--- config.mk ---
export PLATFORM = sky130hd
export DESIGN_NAME = ksel_ctrl
export DESIGN_NICKNAME = d
export VERILOG_FILES = /design/src/rtl/core/ksel_pkg.sv /design/src/rtl/core/ksel_ctrl.sv
export SDC_FILE = /design/constraint.sdc
export NUM_CORES = 1
export LEC_CHECK = 0
export BUFFER_PORTS_ARGS = -buffer_cell sky130_fd_sc_hd__clkbuf_2
export CORE_MARGIN = 2
export CORE_UTILIZATION = 57
export CTS_CLUSTER_SIZE = 8
export DETAILED_ROUTE_END_ITERATION = 10
export PLACE_DENSITY = 0.85
export SYNTH_ARGS = -nofsm -noshare
export SYNTH_HDL_FRONTEND = slang
export SYNTH_SLANG_ARGS = --single-unit
--- constraint.sdc ---
create_clock -name aclk -period 3 [get_ports aclk]
set_clock_uncertainty 0.05 [all_clocks]
set_input_delay 0.45 -clock aclk [delete_from_list [all_inputs] [get_ports aclk]]
set_output_delay 0.45 -clock aclk [all_outputs]
set_load 0.01 [all_outputs]
--- src/rtl/core/ksel_pkg.sv ---
// ----------------------------------------------------------------------------
// ksel_pkg
// Shared types and constants for the spanning edge select block.
// ----------------------------------------------------------------------------
package ksel_pkg;

    // Node index width and size of the parent table.
    localparam int NODE_W    = 10;
    localparam int MAX_NODES = 1 << NODE_W;

    // Width of the node count register.
    localparam int CNT_W = NODE_W + 1;

    // Edge counter width follows the longest list that is counted.
    localparam int MAX_EDGES = 65536;
    localparam int EDGE_W    = $clog2(MAX_EDGES);

    // Reset value of the node count register.
    localparam logic [CNT_W-1:0] NODE_COUNT_RESET = CNT_W'(MAX_NODES);

    typedef logic [NODE_W-1:0] node_t;
    typedef logic [EDGE_W-1:0] edge_num_t;

    // One result item as handed from the controller to the output register.
    typedef struct packed {
        edge_num_t edge_number;
        logic      selected;
        logic      bad_node;
        logic      last_result;
    } result_t;

    // Write port of the parent memory.
    typedef struct packed {
        logic  en;
        node_t addr;
        node_t data;
    } ram_wr_t;

endpackage

--- src/rtl/core/ksel_ctrl.sv ---
// ----------------------------------------------------------------------------
// ksel_ctrl
// Sequencer for one edge: root finds with path compression through the
// parent memory, the merge write, the edge counter and the clearing pass.
// ----------------------------------------------------------------------------
module ksel_ctrl (
    input  logic                         aclk,
    input  logic                         aresetn,
    input  logic [ksel_pkg::CNT_W-1:0]   node_count,
    input  logic                         in_valid,
    output logic                         in_ready,
    input  ksel_pkg::node_t              in_node_a,
    input  ksel_pkg::node_t              in_node_b,
    input  logic                         in_last,
    output logic                         res_valid,
    input  logic                         res_ready,
    output ksel_pkg::result_t            res,
    output ksel_pkg::ram_wr_t            ram_wr,
    output ksel_pkg::node_t              ram_rd_addr,
    input  ksel_pkg::node_t              ram_rd_data
);

    typedef enum logic [2:0] {
        ST_CLEAR,
        ST_IDLE,
        ST_FIND_A,
        ST_COMP_A,
        ST_FIND_B,
        ST_COMP_B,
        ST_MERGE,
        ST_DONE
    } state_t;

    state_t              state_reg, state_next;
    ksel_pkg::node_t     a_reg, a_next;
    ksel_pkg::node_t     b_reg, b_next;
    ksel_pkg::node_t     cur_reg, cur_next;
    ksel_pkg::node_t     root_a_reg, root_a_next;
    ksel_pkg::node_t     root_b_reg, root_b_next;
    ksel_pkg::node_t     clr_idx_reg, clr_idx_next;
    ksel_pkg::edge_num_t edge_cnt_reg, edge_cnt_next;
    logic                last_reg, last_next;
    logic                bad_reg, bad_next;
    logic                sel_reg, sel_next;
    logic                in_bad;

    // An endpoint is bad when it is not below the node count.
    assign in_bad = (ksel_pkg::CNT_W'(in_node_a) >= node_count) ||
                    (ksel_pkg::CNT_W'(in_node_b) >= node_count);

    assign in_ready  = (state_reg == ST_IDLE);
    assign res_valid = (state_reg == ST_DONE);
    assign res       = '{edge_number: edge_cnt_reg, selected: sel_reg,
                         bad_node: bad_reg, last_result: last_reg};

    // Next state, memory addressing and merge decisions.
    always_comb begin
        state_next    = state_reg;
        a_next        = a_reg;
        b_next        = b_reg;
        cur_next      = cur_reg;
        root_a_next   = root_a_reg;
        root_b_next   = root_b_reg;
        clr_idx_next  = clr_idx_reg;
        edge_cnt_next = edge_cnt_reg;
        last_next     = last_reg;
        bad_next      = bad_reg;
        sel_next      = sel_reg;
        ram_rd_addr   = cur_reg;
        ram_wr        = '{en: 1'b0, addr: cur_reg, data: root_a_reg};

        unique case (state_reg)
            ST_CLEAR: begin
                // Every node becomes its own parent, one entry per cycle.
                ram_wr       = '{en: 1'b1, addr: clr_idx_reg, data: clr_idx_reg};
                clr_idx_next = clr_idx_reg + ksel_pkg::NODE_W'(1);
                if (clr_idx_reg == ksel_pkg::NODE_W'(ksel_pkg::MAX_NODES - 1)) begin
                    state_next = ST_IDLE;
                end
            end
            ST_IDLE: begin
                ram_rd_addr = in_node_a;
                if (in_valid) begin
                    a_next    = in_node_a;
                    b_next    = in_node_b;
                    last_next = in_last;
                    bad_next  = in_bad;
                    sel_next  = 1'b0;
                    cur_next  = in_node_a;
                    state_next = in_bad ? ST_DONE : ST_FIND_A;
                end
            end
            ST_FIND_A: begin
                if (ram_rd_data == cur_reg) begin
                    root_a_next = cur_reg;
                    if (a_reg != cur_reg) begin
                        ram_rd_addr = a_reg;
                        cur_next    = a_reg;
                        state_next  = ST_COMP_A;
                    end else begin
                        ram_rd_addr = b_reg;
                        cur_next    = b_reg;
                        state_next  = ST_FIND_B;
                    end
                end else begin
                    ram_rd_addr = ram_rd_data;
                    cur_next    = ram_rd_data;
                end
            end
            ST_COMP_A: begin
                // Point the node at its root and move on to its old parent.
                ram_wr = '{en: 1'b1, addr: cur_reg, data: root_a_reg};
                if (ram_rd_data == root_a_reg) begin
                    ram_rd_addr = b_reg;
                    cur_next    = b_reg;
                    state_next  = ST_FIND_B;
                end else begin
                    ram_rd_addr = ram_rd_data;
                    cur_next    = ram_rd_data;
                end
            end
            ST_FIND_B: begin
                if (ram_rd_data == cur_reg) begin
                    root_b_next = cur_reg;
                    if (b_reg != cur_reg) begin
                        ram_rd_addr = b_reg;
                        cur_next    = b_reg;
                        state_next  = ST_COMP_B;
                    end else begin
                        state_next  = ST_MERGE;
                    end
                end else begin
                    ram_rd_addr = ram_rd_data;
                    cur_next    = ram_rd_data;
                end
            end
            ST_COMP_B: begin
                ram_wr = '{en: 1'b1, addr: cur_reg, data: root_b_reg};
                if (ram_rd_data == root_b_reg) begin
                    state_next = ST_MERGE;
                end else begin
                    ram_rd_addr = ram_rd_data;
                    cur_next    = ram_rd_data;
                end
            end
            ST_MERGE: begin
                // Distinct roots: link the larger root under the smaller one.
                if (root_a_reg != root_b_reg) begin
                    sel_next = 1'b1;
                    if (root_a_reg < root_b_reg) begin
                        ram_wr = '{en: 1'b1, addr: root_b_reg, data: root_a_reg};
                    end else begin
                        ram_wr = '{en: 1'b1, addr: root_a_reg, data: root_b_reg};
                    end
                end
                state_next = ST_DONE;
            end
            ST_DONE: begin
                // Hand the result over; the final edge starts a clearing pass.
                if (res_ready) begin
                    if (last_reg) begin
                        edge_cnt_next = '0;
                        clr_idx_next  = '0;
                        state_next    = ST_CLEAR;
                    end else begin
                        edge_cnt_next = edge_cnt_reg + ksel_pkg::EDGE_W'(1);
                        state_next    = ST_IDLE;
                    end
                end
            end
            default: begin
                state_next = ST_CLEAR;
            end
        endcase
    end

    // State and registered outputs.
    always_ff @(posedge aclk) begin
        if (!aresetn) begin
            state_reg    <= ST_CLEAR;
            clr_idx_reg  <= '0;
            edge_cnt_reg <= '0;
        end else begin
            state_reg    <= state_next;
            clr_idx_reg  <= clr_idx_next;
            edge_cnt_reg <= edge_cnt_next;
        end
        a_reg      <= a_next;
        b_reg      <= b_next;
        cur_reg    <= cur_next;
        root_a_reg <= root_a_next;
        root_b_reg <= root_b_next;
        last_reg   <= last_next;
        bad_reg    <= bad_next;
        sel_reg    <= sel_next;
    end

endmodule

# After elaboration in Yosys (flattened, before gate mapping)
# Index checks and enable logic that the tools add are counted.
[op_classes]
add_sub_neg = 2
n_lt_le_gt_ge = 3
eq_ne = 23
n_mux = 31
n_reduce_logical = 13
[ops]
columns = ["operator", "n"]
rows = [
  ["one-hot mux 10 bit (5 select lines)", 2],
  ["2-to-1 mux 10 bit", 9],
  ["one-hot mux 21 bit (4 select lines)", 1],
  ["equality test 10 bit", 3],
  ["!= test 10 bit", 3],
  ["2-to-1 mux 3 bit", 9],
  ["one-hot mux 3 bit (8 select lines)", 1],
  ["greater-or-equal comparator 10 x 11 -> 1 bit", 2],
  ["2-to-1 mux 21 bit", 1],
  ["2-to-1 mux 20 bit", 1],
  ["one-hot mux 10 bit (2 select lines)", 1],
  ["adder 16 x 1 -> 16 bit, second input constant", 1],
  ["2-to-1 mux 16 bit", 1],
  ["!= test 2 bit, second input constant", 7],
  ["equality test 3 bit, second input constant", 4],
  ["adder 10 x 1 -> 10 bit, second input constant", 1],
  ["equality test 10 bit, second input constant", 1],
  ["< comparator 10 bit", 1],
  ["AND reduction 2 bit", 5],
  ["AND reduction 7 bit", 1],
  ["equality test 3 x 2 -> 1 bit, second input constant", 2],
  ["AND reduction 3 bit", 2],
  ["nonzero test 5 bit", 1],
  ["!= test 2 x 1 -> 1 bit, second input constant", 2],
  ["7 further kinds", 10],
]
[totals]
regBits = 82
in_bits = 46
out_inout_bits = 52
word_cells = 83

# Logic depth before layout (Yosys ltp)
# Gate-level depths: netlist (run 1).
[depth]
word_depth = 5
mapped_depth = 10

# Worst setup path before layout (run 1)
# Ideal clock, no wire load.
[synth_timing]
path_kind = "input-to-output"
from = "input ram_rd_data[9]"
to = "output ram_rd_addr[6]"
t_arrival_ns = 2.145
slack_ns = 0.355
path_stages = 9
n_path_buf = 2
cell_sequence = "buf_2 -> xnor2_1 -> nand4_1 -> or3_1 -> a221o_1 -> buf_6 -> nand2_1 -> a21oi_1 -> a2111o_1"
[synth_between]
elab_chain_cells = 3
elab_cells_between_ends = 8
[synth_rtl]
columns = ["item", "line", "source"]
rows = [
  ["start, declared", "ksel_ctrl.sv:20", "input ksel_pkg::node_t ram_rd_data"],
  ["equality test 10 bit, on equally long branches", "-", ""],
  ["2-to-1 mux 10 bit, on equally long branches", "-", ""],
  ["one-hot mux 10 bit (5 select lines) (*)", "ksel_ctrl.sv:72", "unique case (state_reg)"],
  ["end, declared", "ksel_ctrl.sv:19", "output ksel_pkg::node_t ram_rd_addr,"],
]
# Mark *: on every way between the ends. The rest lies on a longest branch, timed or not.

# Worst setup path in the final report (run 1)
[layout_timing]
from = "register root_a_reg[0]"
to = "output ram_rd_addr[6]"
[layout_between]
elab_chain_cells = 3
[layout_rtl]
columns = ["item", "line", "source"]
rows = [
  ["start, declared", "ksel_ctrl.sv:38", "ksel_pkg::node_t root_a_reg, root_a_next;"],
  ["start signal, assigned", "ksel_ctrl.sv:191", "root_a_reg <= root_a_next;"],
  ["equality test 10 bit", "ksel_ctrl.sv:113", "if (ram_rd_data == root_a_reg) begin"],
  ["2-to-1 mux 10 bit", "ksel_ctrl.sv:113", ""],
  ["one-hot mux 10 bit (5 select lines)", "ksel_ctrl.sv:72", ""],
]
# Every way passes these cells.

==> qor.yml, run 1 <==
critical_path:
  worstSetupPathType: "reg -> out"
  worstSetupStartpointType: "flop"
  worstPathArrival_ns: 2.80
  path_max_fanout: 4
  max_stage_delay_ns: 0.46
  reg2regPathDepth: 11
  required_ns: 2.50
  crit_chain: "xnor2_1 -> nand4_1 -> or3_4 -> buf_4 -> a221o_1 -> nand2_1 -> a21oi_1 -> a2111o_1 -> clkbuf_2"
  worstSetupEndpointType: "output port"
  critical-path-slowest-cell: "edfxtp_1"
routing:
  top_layer: "met4"
  wl_met2_um: 8640
  routedWlPerCell_um: 19.6
  num_vias: 5797
  wl_met1_um: 6720
  wl_um: 17900
  drt_iter0_drc: 603
  ant_nets: 0
  route.detailed.drc: 0
  first_pass_iters: 6
  drt-vias-per-instance: 6.34
  wl_met3_um: 1590
clocking:
  clk_pin_slew_ns: 0.09
  hold_buffers: 0
  tritoncts: "done"
  htreeDepth: 3
  clockBufferDepth: 2
  clk_latency_ns: 0.37
  cts_sinks: 82
  cts_made_buffers: 9
  root_buffer: "clkbuf_8"
final_layout:
  layout_commonest_cell: "clkbuf_2"
  final_layout_size_suffix_gt1_share_pct: 31.5
  diodes: 0
  syn2layout_area_growth_pct: 28.6
  fill_cells: 677
  largest_register_ffs: 16
  final_area_mm2: 0.00729
  final_cell_mix: "clkbuf_2 (83), nand2_1 (59), buf_4 (58), edfxtp_1 (53), nor2_1 (46)"
  register_area_mm2: 0.00217
  multi_input_comb_area_mm2: 0.00353
  final_nets: 858
timing:
  min_period_over_period_pct: 110
  fin_setup_tns_ns: -6.45
  max_freq_ghz: 0.303
  hold_viol_final: 0
  grt_setup_unrepaired: "yes"
  setup_slack_ns: -0.300
  tightest_slew_ns: 0.711
  maxSlewHeadroom_pct: 52.5
  drv_slew: 0
  min_period_ns: 3.30
  setup_viol: 30
hold_path:
  hold_depth: 1
  hold_class: "in -> reg"
yosys:
  synth_area_leaders: "edfxtp_1 (28%), dfxtp_1 (10%), ha_1 (7.7%)"
  syn_nets: 712
  ys_seq_area_share_pct: 38.3
  ys_ff_latch: 82
  async_flop_share_pct: 0
  synth_top_family_by_area: "compound AO/OA/AOI/OAI gates"
  synth_edf_count: 53
  syn_avg_cell_area_um2: 8.99
  synth_compound_area_share_pct: 19.6
  yosys.area_share.simple_pct: 18.5
  ys_types: 59
  synth-main-ff-cell: "edfxtp_1"
  synth.area.mux_share_pct: 0.176
  syn_inst: 631
  synth_adder_area_share_pct: 7.72
  synth_xor_area_share_pct: 10.2
  yosysTopAreaCell: "edfxtp_1"
  synth_area_mm2: 0.00567
  ys_warn_count: 0
  synth.top_cell.area_share_pct: 28.1
power:
  power_density_mw_per_mm2: 304
  p_total_uw: 2210
  power.internal_uw: 1680
  clockPowerShare_pct: 37.5
  seqPwrFrac_pct: 54.3
  switching_power_uw: 532
  ir_drop_mv: 0.218
  swShare_pct: 24.0
  cellLeakagePower_uw: 0.00299
  combPwrFrac_pct: 8.2
grt:
  grt_max_degree: 26
  grtUsageTotal_pct: 32.2
  grt_pass1_vias: 5541
  grt_pass1_wl_um: 27700
  grt_overflow: 0
  antenna_found_initial: 0
floorplan:
  fp.dieH_um: 104
  io_pins: 98
  rows: 36
  start_util_pct: 58.3
  die_area_mm2: 0.0108
  die_w_um: 104
  core-area_mm2: 0.00973
placed_design:
  dpl-instance-area_mm2: 0.00641
  port_buffers: 97
  place.gp.congestion: 0.964
  place_hpwl_um: 12000
run:
  max-cap-violations: 0
status:
  status: "complete, but fails checks"
  violations: "negative setup slack"
cells by family (layout without fill, tap and decap cells):
logic type               Yosys count  in the layout
AND/OR/NAND/NOR                  214            214
AO/OA/AOI/OAI                    162            163
flip-flops                        82             82
buffers and inverters             71            221
XOR/XNOR                          66             66
adder cells (fa/ha/maj)           35             35
multiplexers                       1              1
cell type report:
| cell class | count | share of cell area [%] |
|---|---|---|
| Tap cell | 133 | 2.28 |
| Timing Repair Buffer | 169 | 14.7 |
| Sequential cell | 82 | 29.8 |
| Multi-Input combinational cell | 479 | 48.4 |
| Clock inverter | 5 | 0.600 |
| Inverter | 36 | 1.85 |
| Clock buffer | 11 | 2.38 |
critical path: cells and delay by family, from the launching register on:
| family | cells | cell delay, ns |
|---|---|---|
| compound gates | 3 | 0.77 |
| xor+xnor | 1 | 0.23 |
| buf+inv | 2 | 0.28 |
| flops | 1 | 0.46 |
| simple gates | 3 | 0.69 |
final timing paths:
path                                 startpoint              end  slack [ns]
worst max-delay path              root_a_reg[0]   ram_rd_addr[6]       -0.30
worst min-delay path                    in_last         last_reg        0.21
worst max register to register    root_a_reg[0]     state_reg[1]        0.24
worst min register to register  edge_cnt_reg[6]  edge_cnt_reg[6]        0.47
per-layer routing:
metal  track usage (%)  up-vias
met5                 0        -
met4              16.8        0
met3              5.10      106
met2              55.7      387
met1              38.7     2709
li1                  -     2595
stage by stage:
| step | cells | setup slack (ns) | utilization [%] | hold slack [ns] |
|---|---|---|---|---|
| after CTS | 909 | -0.201 | 73.3 | 0.200 |
| after floorplan | 631 | 0.355 | - | 0.389 |
| after global placement | 861 | 0.0732 | 65.9 | 0.433 |
| after global routing | 915 | -0.360 | 75.0 | 0.204 |
| after detailed placement | 861 | -0.0409 | 65.9 | 0.457 |
| final | 915 | -0.300 | 75.0 | 0.208 |
cells in the mapped netlist, drive strengths merged, types with 13 or more instances:
| master | instances |
|---|---|
| and3 | 13 |
| clkbuf | 18 |
| o21ai | 28 |
| xor2 | 40 |
| a21oi | 39 |
| a22oi | 20 |
| inv | 35 |
| edfxtp | 53 |
| nand4 | 16 |
| nand2 | 62 |
| o211ai | 21 |
| nand3 | 14 |
| buf | 17 |
| ha | 35 |
| xnor2 | 26 |
| nor2 | 61 |
| dfxtp | 29 |
power by group through the flow:
stage,clock [uW],combinational [uW],sequential (uW)
after floorplan,0,91.9,1230
after CTS,846,177,1200
after global placement,0,163,1230
after detailed placement,0,174,1230
after global routing,895,201,1200
final,831,182,1200
timing repair:
| item | 4_1_cts | 5_1_grt |
|---|---|---|
| endpoints found under the setup margin | 30 | 30 |
| pin swaps | 28 | 20 |
| gates resized for setup | 60 | 42 |
| cloned | 5 | 0 |
| buffers inserted | 27 | 6 |
Note: power is estimated with default switching activity, not from simulation.
==> run 2, diff against run 1 <==
--- a/config.mk
+++ b/config.mk
@@ -7,10 +7,10 @@
 export LEC_CHECK = 0
 export BUFFER_PORTS_ARGS = -buffer_cell sky130_fd_sc_hd__clkbuf_2
 export CORE_MARGIN = 2
-export CORE_UTILIZATION = 57
+export CORE_UTILIZATION = 52
 export CTS_CLUSTER_SIZE = 8
 export DETAILED_ROUTE_END_ITERATION = 10
-export PLACE_DENSITY = 0.85
+export PLACE_DENSITY = 0.82
 export SYNTH_ARGS = -nofsm -noshare
 export SYNTH_HDL_FRONTEND = slang
 export SYNTH_SLANG_ARGS = --single-unit
==> constraint.sdc (replaced) <==
create_clock -name aclk -period 2.7 [get_ports aclk]
set_clock_uncertainty 0.05 [all_clocks]
set_input_delay 0.405 -clock aclk [delete_from_list [all_inputs] [get_ports aclk]]
set_output_delay 0.405 -clock aclk [all_outputs]
set_load 0.01 [all_outputs]
==> run 2 against run 1 <==
The run still ends with negative setup slack left. Cell count increased by 4.8%. Clock power increased by 4.0%. Worst setup slack got worse by 0.22 ns. Non-clock buffer count increased by 37. Clock-buffer cell count decreased by 2. Register-to-register slack got worse by 0.13 ns. Sequential share of layout area decreased by 1.1 points. Critical endpoint is now ram_rd_addr[1]. Sequential power increased by 11%. Via count decreased by 0.28%. First-iteration DRC count decreased by 14%. Total power increased by 9.1%. Flip-flop and latch count unchanged.
==> qor.yml, run 2 (synthesized netlist as in run 1, its figures left out) <==
status:
  status: "complete, but fails checks"
  violations: "negative setup slack"
grt:
  antenna_found_initial: 0  # unchanged
  grtUsageTotal_pct: 29.5  # -2.7 points
  grt_pass1_wl_um: 26800  # -3.4%
  grt_pass1_vias: 5381  # -2.9%
  grt_max_degree: 26  # unchanged
  grt_overflow: 0  # unchanged
timing:
  grt_setup_unrepaired: "yes"
  fin_hold_ws_ns: 0.141  # -0.0671 ns
  fin_setup_tns_ns: -11.83  # -5.38 ns
  tightest_slew_ns: 0.724  # +0.0132 ns
  hold_viol_final: 0  # unchanged
  maxSlewHeadroom_pct: 51.6  # -0.88 points
  drv_slew: 0  # unchanged
  setup_viol: 31  # +3.3%
  min_period_ns: 3.22
  min_period_over_period_pct: 119
  setup_slack_ns: -0.523  # -0.223 ns
  max_freq_ghz: 0.310
power:
  clockPowerShare_pct: 35.8  # -1.7 points
  swShare_pct: 26.4  # +2.4 points
  power.internal_uw: 1780  # +5.6%
  switching_power_uw: 639  # +20%
  cellLeakagePower_uw: 0.00317  # +5.9%
  ir_drop_mv: 0.224  # +2.8%
  power_density_mw_per_mm2: 319  # +5.2%
  seqPwrFrac_pct: 55.3  # +1.0 points
  combPwrFrac_pct: 9.0  # +0.8 points
final_layout:
  final_core_util_pct: 70.4  # -4.6 points
  layout_commonest_cell: "buf_4"
  largest_register_ffs: 16  # unchanged
  final_nets: 895  # +4.3%
  diodes: 0  # unchanged
  fin_cells: 959  # +4.8%
  final_cell_mix: "buf_4 (92), clkbuf_2 (83), nand2_1 (59), edfxtp_1 (53), nor2_1 (47)"
  syn2layout_area_growth_pct: 33.3
  final_layout_size_suffix_gt1_share_pct: 35.2  # +3.7 points
  final_area_mm2: 0.00756  # +3.7%
floorplan:
  io_pins: 98  # unchanged
  rows: 38  # +5.6%
  fp.dieH_um: 108  # +4.5%
  die_w_um: 108  # +4.5%
  core-area_mm2: 0.0107  # +10%
  die_area_mm2: 0.0118  # +9.2%
  start_util_pct: 52.8  # -5.5 points
critical_path:
  max_stage_delay_ns: 0.53  # +0.07 ns
  worstPathArrival_ns: 2.77  # -0.03 ns
  required_ns: 2.25  # -0.25 ns
  path_max_fanout: 6  # +2
  worstSetupStartpointType: "flop"
  timing.critical_path.buf_inv: 1  # -1
  worstSetupEndpointType: "output port"
  worstSetupPathType: "reg -> out"
  critical-path-top-delay-family: "compound AO/OA/AOI/OAI gates"
  critical-path-slowest-cell: "edfxtp_1"
  crit_chain: "xor2_1 -> nor4_2 -> nand4_2 -> a221o_2 -> nand2_2 -> a21oi_2 -> a2111o_1 -> buf_2"
routing:
  first_pass_iters: 7  # +1
  drt-vias-per-instance: 6.03  # -4.9%
  route.detailed.drc: 0  # unchanged
  routedWlPerCell_um: 18.5  # -5.4%
  num_vias: 5781  # -0.28%
  ant_nets: 0  # unchanged
  wl_um: 17800  # -0.86%
  drt_iter0_drc: 521  # -14%
clocking:
  cts_sinks: 82  # unchanged
  hold_buffers: 0  # unchanged
  htreeDepth: 3  # unchanged
  root_buffer: "clkbuf_8"
  clockBufferDepth: 2  # unchanged
  clk_pin_slew_ns: 0.09  # about the same
  tritoncts: "done"
  clk_latency_ns: 0.39  # +0.02 ns
  cts_made_buffers: 9  # unchanged
placed_design:
  post-place-cells: 914  # +6.2%
  place.gp.congestion: 0.997  # +3.4%
  port_buffers: 97  # unchanged
  place_hpwl_um: 12800  # +6.0%
  dpl-instance-area_mm2: 0.00678  # +5.7%
hold_path:
  hold_class: "in -> reg"
run:
  max-cap-violations: 0  # unchanged
## run 2: cell count changes in the layout (fill, tap and decap cells not counted), moves of 3 or more
cell     before  now
a21oi_1      30   34
a21oi_2       9    5
a22oi_1      15    8
a22oi_2       5   12
buf_4        58   92
buf_6        11   15
inv_6         0    3
nor2_2        5   12
nor2_4       10    2
## run 2: metal layers
metal  GRT usage [%]  wire, um  vias up
met3            4.88      1420       47
li1                -         -     2665
met1            37.7      7120     2746
met5               0         0        -
met4            13.7       594        0
met2            48.7      8640      323
## run 2: path summary, 6_finish.rpt
kind,start,endpoint,slack [ns],cells after the start
worst max-delay path,cur_reg[3],ram_rd_addr[1],-0.52,8
worst min-delay path,in_last,last_reg,0.14,1
worst max register to register,cur_reg[3],cur_reg[1],0.11,8
worst min register to register,clr_idx_reg[6],clr_idx_reg[6],0.47,2
## run 2: power by group through the flow
stage          logic, uW  clock network (uW)  registers [uW]
6_report             217                 864            1330
5_1_grt              240                 920            1330
4_1_cts              213                 863            1330
3_5_place_dp         209                   0            1360
3_3_place_gp         195                   0            1360
2_1_floorplan        102                   0            1360
## run 2: what timing repair did
| action | CTS | global route |
|---|---|---|
| gates resized for setup | 31 | 67 |
| setup buffers | 14 | 12 |
| cloned | 2 | 1 |
| endpoints found under the setup margin | 31 | 31 |
| pin swaps | 13 | 22 |
## run 2: final cells by class
| type | instances | area [um2] |
|---|---|---|
| well taps | 140 | 175 |
| fillers | 772 | 3180 |
| repair buffers | 206 | 1390 |
| clock buffers | 9 | 124 |
| inverters | 36 | 135 |
| clock inverters | 7 | 58.8 |
| multi-input cells | 479 | 3510 |
| flip-flops and latches | 82 | 2170 |
## run 2: per-stage QoR
step	worst slack, ns	power (uW)
after global routing	-0.588	2490
after global placement	-0.158	1560
after CTS	-0.414	2410
after floorplan	0.106	1460
final	-0.523	2410
after detailed placement	-0.223	1570
